[src/hdl/assert_macros.svh]
// Assertion macros used by the index unit top level.
`ifndef ASSERT_MACROS_SVH
`define ASSERT_MACROS_SVH

`ifndef NO_ASSERTIONS

// Same-cycle implication, held off during reset.
`define CHI_ASSERT_NOW(label, clk, rst_n, cond, expr) \
    label: assert property (@(posedge clk) disable iff (!rst_n) (cond) |-> (expr)) \
        else $error("chi assertion failed");

// Next-cycle implication, held off during reset.
`define CHI_ASSERT_NEXT(label, clk, rst_n, cond, expr) \
    label: assert property (@(posedge clk) disable iff (!rst_n) (cond) |=> (expr)) \
        else $error("chi assertion failed");

`else

`define CHI_ASSERT_NOW(label, clk, rst_n, cond, expr)
`define CHI_ASSERT_NEXT(label, clk, rst_n, cond, expr)

`endif

`endif

[src/hdl/chi_pkg.sv]
// Types and constants of the chained hash index unit.
package chi_pkg;

    localparam int KEY_W      = 64;
    localparam int NARROW_W   = 32;
    localparam int SLOT_W     = 10;
    localparam int ENTRIES_W  = 11;
    localparam int CMD_W      = 2;
    localparam int CFG_IDX_W  = 1;
    localparam int CFG_DATA_W = 4;

    localparam logic [CFG_DATA_W-1:0] BUCKET_BITS_MIN   = 4'd2;
    localparam logic [CFG_DATA_W-1:0] BUCKET_BITS_RESET = 4'd10;

    // configuration register indexes
    localparam logic [CFG_IDX_W-1:0] REG_WIDE_KEYS   = 1'b0;
    localparam logic [CFG_IDX_W-1:0] REG_BUCKET_BITS = 1'b1;

    // command codes; the spare code behaves as a find
    typedef enum logic [CMD_W-1:0] {
        CMD_FIND = 2'd0,
        CMD_ADD  = 2'd1,
        CMD_DEL  = 2'd2
    } t_cmd;

    typedef enum logic [2:0] {
        ST_CLEAR,
        ST_IDLE,
        ST_HEAD,
        ST_CMP,
        ST_FIN
    } t_state;

    typedef struct packed {
        logic [CMD_W-1:0] command;
        logic [KEY_W-1:0] key;
    } t_in_item;

    typedef struct packed {
        logic                 hit;
        logic [SLOT_W-1:0]    slot;
        logic                 valid_slot;
        logic                 table_full;
        logic [ENTRIES_W-1:0] entries;
    } t_out_item;

    // controller to datapath
    typedef struct packed {
        logic clear_step;
        logic accept;
        logic head_load;
        logic advance;
        logic set_found;
        logic finish;
    } t_dp_cmd;

    // datapath to controller
    typedef struct packed {
        logic clear_done;
        logic head_nil;
        logic key_match;
        logic link_nil;
        logic out_free;
    } t_dp_sts;

endpackage

[src/hdl/chi_ctrl.sv]
// Controller state machine of the chained hash index unit.
module chi_ctrl import chi_pkg::*; (
    input  logic    i_clk,
    input  logic    i_rst_n,
    input  logic    i_in_valid,
    output logic    o_in_ready,
    input  t_dp_sts i_sts,
    output t_dp_cmd o_cmd
);

    t_state r_state;
    t_state n_state;

    always_ff @(posedge i_clk) begin
        if (!i_rst_n) begin
            r_state <= ST_CLEAR;
        end else begin
            r_state <= n_state;
        end
    end

    always_comb begin
        n_state = r_state;
        case (r_state)
            ST_CLEAR: begin
                if (i_sts.clear_done) n_state = ST_IDLE;
            end
            ST_IDLE: begin
                if (i_in_valid) n_state = ST_HEAD;
            end
            ST_HEAD: begin
                n_state = i_sts.head_nil ? ST_FIN : ST_CMP;
            end
            ST_CMP: begin
                if (i_sts.key_match || i_sts.link_nil) n_state = ST_FIN;
            end
            ST_FIN: begin
                if (i_sts.out_free) n_state = ST_IDLE;
            end
            default: n_state = ST_CLEAR;
        endcase
    end

    always_comb begin
        o_cmd      = '0;
        o_in_ready = 1'b0;
        case (r_state)
            ST_CLEAR: begin
                o_cmd.clear_step = 1'b1;
            end
            ST_IDLE: begin
                o_in_ready   = 1'b1;
                o_cmd.accept = i_in_valid;
            end
            ST_HEAD: begin
                o_cmd.head_load = 1'b1;
            end
            ST_CMP: begin
                o_cmd.set_found = i_sts.key_match;
                o_cmd.advance   = !i_sts.key_match && !i_sts.link_nil;
            end
            ST_FIN: begin
                o_cmd.finish = i_sts.out_free;
            end
            default: begin
                o_cmd = '0;
            end
        endcase
    end

endmodule

[config.mk]
export PLATFORM = sky130hd
export DESIGN_NAME = chi_ctrl
export DESIGN_NICKNAME = d
export VERILOG_FILES = /design/src/hdl/assert_macros.svh /design/src/hdl/chi_pkg.sv /design/src/hdl/chi_ctrl.sv
export SDC_FILE = /design/constraint.sdc
export NUM_CORES = 1
export LEC_CHECK = 0
export BUFFER_PORTS_ARGS = -buffer_cell sky130_fd_sc_hd__buf_2
export CORE_AREA = 2 2 39 41
export DETAILED_ROUTE_END_ITERATION = 10
export DIE_AREA = 0 0 41 43
export SLEW_MARGIN = 15
export SYNTH_ARGS = -nofsm -noshare
export SYNTH_HDL_FRONTEND = slang
export SYNTH_SLANG_ARGS = --single-unit
[constraint.sdc]
create_clock -name i_clk -period 1.4 [get_ports i_clk]
set_clock_uncertainty 0.1 [all_clocks]
set_input_delay 0.42 -clock i_clk [delete_from_list [all_inputs] [get_ports i_clk]]
set_output_delay 0.42 -clock i_clk [all_outputs]
set_load 0.01 [all_outputs]
# == Word level (Yosys, flattened, before mapping) ==
# Cells that the tools add are included.
# totals
reg_bits,3
in_bits,8
output_inout_bits,7
wordCells,27
# classes
reduce_logical,6
n_eq_ne,8
n_mux,12
# op_table
operator,count
3-bit two-way mux,5
3-bit case mux with 5 select lines,1
2-bit inequality test (second input constant),4
3-bit by 2-bit equality test with 1-bit output (second input constant),2
1-bit two-way mux,5
4-bit AND reduction,1
3-bit by 1-bit equality test with 1-bit output (second input constant),1
3-bit equality test (second input constant),1
3-bit logical NOT,1
1-bit logical NOT,2
2-bit two-way mux,1
1-bit logical AND,1
1-bit logical OR,1

# == Logic depth before layout (Yosys ltp) ==
# logic_depth
depth_word,3
mapped_depth,5
ltp_nobuf,4

# == Worst setup path after synthesis ==
# Ideal clock, no wire load.
# synth_path
path_kind,reg-to-output
from,register r_state[2]
to,output o_cmd[4] in the netlist's numbering
stages_incl_launch_ff,5
n_path_buf,1
setup_slack_ns,-0.097
arrival_time_ns,0.977
required_time_ns,0.880
path_cell_list,dfxtp_1 > buf_4 > nand2b_4 > nor2_1 > and2_1
# synth_rtl
element,line_no,source
"start, declared",chi_ctrl.sv:11,t_state r_state;
"start signal, assigned",chi_ctrl.sv:18,r_state <= n_state;
"end, declared",chi_ctrl.sv:8,output t_dp_cmd o_cmd

==> impl_metrics.tcl <==
set metrics [dict create \
    drc 0 \
    antenna_found_initial 0 \
    status "complete, but fails checks" \
    rsz0062_at_grt "true" \
    worst_ep_required_time_ns 0.88 \
    initial_utilization_pct 21.70 \
    setup.worst_path.start_class "flip-flop" \
    htreeDepth 1 \
    p_seq_share_pct 17.7 \
    synthTopCellsByCount "3 x dfxtp_1, 3 x nand2_1, 3 x nor2_1, 3 x nor3_1, 3 x nor3b_1" \
    io_buffers 14 \
    cp-startpoint "r_state[1]" \
    drt-initial-drc-count 1 \
    min_period_ns 1.569 \
    drive_gt1_share_pct 68.33 \
    rows 14 \
    clockBufferDepth 2 \
    hold_viol 0 \
    die_area_mm2 0.001763 \
    violations "setup timing" \
    cts_made_buffers 3 \
    yosys.area.top_type "dfxtp_1" \
    ys_types 20 \
    die_h_um 43 \
    fin_nets 69 \
    synth_area_leaders "dfxtp_1 20%, nand2b_4 9.2%, nor3b_1 7.5%" \
    regMostFlops "r_state" \
    critPathArrivalTime_ns 1.05 \
    fin_ws_ns -0.1687 \
    detail_route.wl_per_cell_um 9.197 \
    max_cap_violations 0 \
    grt_max_degree 10 \
    synth.avg_cell_area_um2 8.580 \
    cts-root-buf "clkbuf_4" \
    fmax_ghz 0.6375 \
    synth_top_area_share_pct 20.00 \
    rr_worst_depth 6 \
    power_frac_comb_pct 63.9 \
    syn_nets 43 \
    cts_tree "done" \
    ys_async_sr_fraction_pct 0 \
    worstHoldStart "i_rst_n" \
    grt_usage_pct 8.735 \
    p_switching_w 0.0003053 \
    die_x_um 41 \
    reg_top3 "r_state x3" \
    cp-end-kind "output pin" \
    setup_viol 7 \
    final_max_slew_viol_count 0 \
    drt-total-wl_um 699 \
    cp-endpoint "o_cmd[2]" \
    ys_seq_area_share_pct 20.00 \
    p_per_area_mw_per_mm2 1545 \
    dpl.cell_count 67 \
    slew_headroom_pct 86.39 \
    timing.rr.start "r_state[0]" \
    grt_pass1_wl_um 1021 \
    timing.final.crit_share_pct 112.1 \
    grt-ovfl-total 0 \
    clk_latency_ns 0.23 \
    cts_hold_buf 0 \
    worst_hold_path_type "input pin to flip-flop" \
    cp_max_fo 3 \
    ir_worst_vdd_mv 0.6962 \
    vias 343 \
    intPower_w 0.0005048 \
    drtAntennaViolNets 0 \
    clock-sinks 3 \
    final_cells 76 \
    synthesis.area_um2 300.3 \
    synth.ff_latch_count 3 \
    ios 15 \
    diodes 0 \
    ff2ff_setup_slack_ns 0.02 \
    reg2reg_to "r_state[1]" \
    p_clk_share_pct 18.4 \
    switching_share_pct 37.69 \
    layout-area-overhead-vs-synth_pct 74.58 \
    final_util_pct 37.88 \
    synth_edf_count 0 \
    cts.reportedPaths.clkPinSlew_ns 0.04 \
    worst_slew_pin_slew_ns 0.2026 \
    largest_reg_flops 3 \
    p_total_w 0.0008101 \
    first_pass_iters 4 \
    nFillCells 148 \
    synthFlopType "dfxtp_1" \
    syn-instance-count 35 \
    gp_congestion 0.7611 \
    path_class "flip-flop to output pin" \
    yosysWarnings 0 \
    grt_pass1_vias 288 \
    core_mm2 0.001384 \
    leakage_nw 0.2389 \
    drt-vias-per-instance 4.513 \
    dp_hpwl_um 503.6 \
]
per-stage QoR:
step | worst slack, ns | instance area, µm² | setup TNS [ns] | hold slack [ns]
2_1_floorplan | -0.04383 | 311.5 | -0.08637 | 0.4529
3_3_place_gp | -0.07940 | 412.9 | -0.08846 | 0.5579
3_5_place_dp | -0.09138 | 412.9 | -0.1093 | 0.5605
4_1_cts | -0.1870 | 488.0 | -0.8933 | 0.3739
5_1_grt | -0.2388 | 524.3 | -1.250 | 0.3845
6_report | -0.1687 | 524.3 | -0.8403 | 0.3787
critical path: stages, from the launching register on:
cell	delay, ns
dfxtp_2	0.33
inv_2	0.05
nor4_4	0.27
buf_2	0.17
worst min-delay path by stage:
stage | cells after the start | endpoint
floorplan | 1 | r_state[1]
global placement | 3 | r_state[0]
detailed placement | 3 | r_state[2]
CTS | 3 | r_state[2]
global route | 3 | r_state[0]
finish | 3 | r_state[2]
metal layers:
layer / track usage (%) / wire [µm] / vias to the layer above / part of all wire [%]
met1: 9.968 / 278 / 154 / 40
met3: 0 / 44 / 2 / 6.3
li1: - / - / 174 / -
met4: 8.000 / 19 / 0 / 2.7
met5: 0 / 0 / - / 0
met2: 13.75 / 358 / 13 / 51
layout by cell type (no fill, tap or decap), types with 2 or more instances in the layout:
cell type and instances:
nand2_1 3, nor3_2 2, buf_2 14, buf_4 6, nor2_1 2, buf_6 4
dfxtp_2 2, mux2i_1 2, nand2b_4 2, o21ai_0 2, clkbuf_4 3, nor3b_1 2
timing repair:
item / 4_1_cts / 5_1_grt
endpoints found under the setup margin: 7 / 7
pin swaps: 2 / 3
gates resized for setup: 9 / 5
buffers inserted: 3 / 2
cloned: 0 / 0
logic make-up after synthesis:
family                 count (synthesis)  share of synthesized area, %
multiplexers                           2                         6.667
AO/OA/AOI/OAI                          7                         20.83
buffers and inverters                  5                         11.25
AND/OR/NAND/NOR                       18                         41.25
flip-flops                             3                         20.00
area by class of cell:
type | instances | area (µm²) | share of cell area (%)
clock buffer | 4 | 26.28 | 5.012
inverter | 2 | 7.507 | 1.432
multi-input combinational | 27 | 244.0 | 46.54
sequential | 3 | 66.31 | 12.65
tap | 16 | 20.02 | 3.819
timing repair buffer | 24 | 160.2 | 30.55
power by group through the flow:
stage | logic, W | clock network, W | registers (W)
3_5_place_dp | 0.000402 | 0 | 0.000132
3_3_place_gp | 0.000402 | 0 | 0.000131
4_1_cts | 0.000459 | 0.000155 | 0.000139
2_1_floorplan | 0.000315 | 0 | 0.000125
5_1_grt | 0.000563 | 0.000159 | 0.000146
6_report | 0.000517 | 0.000149 | 0.000144
(Power assumes the default switching activity.)
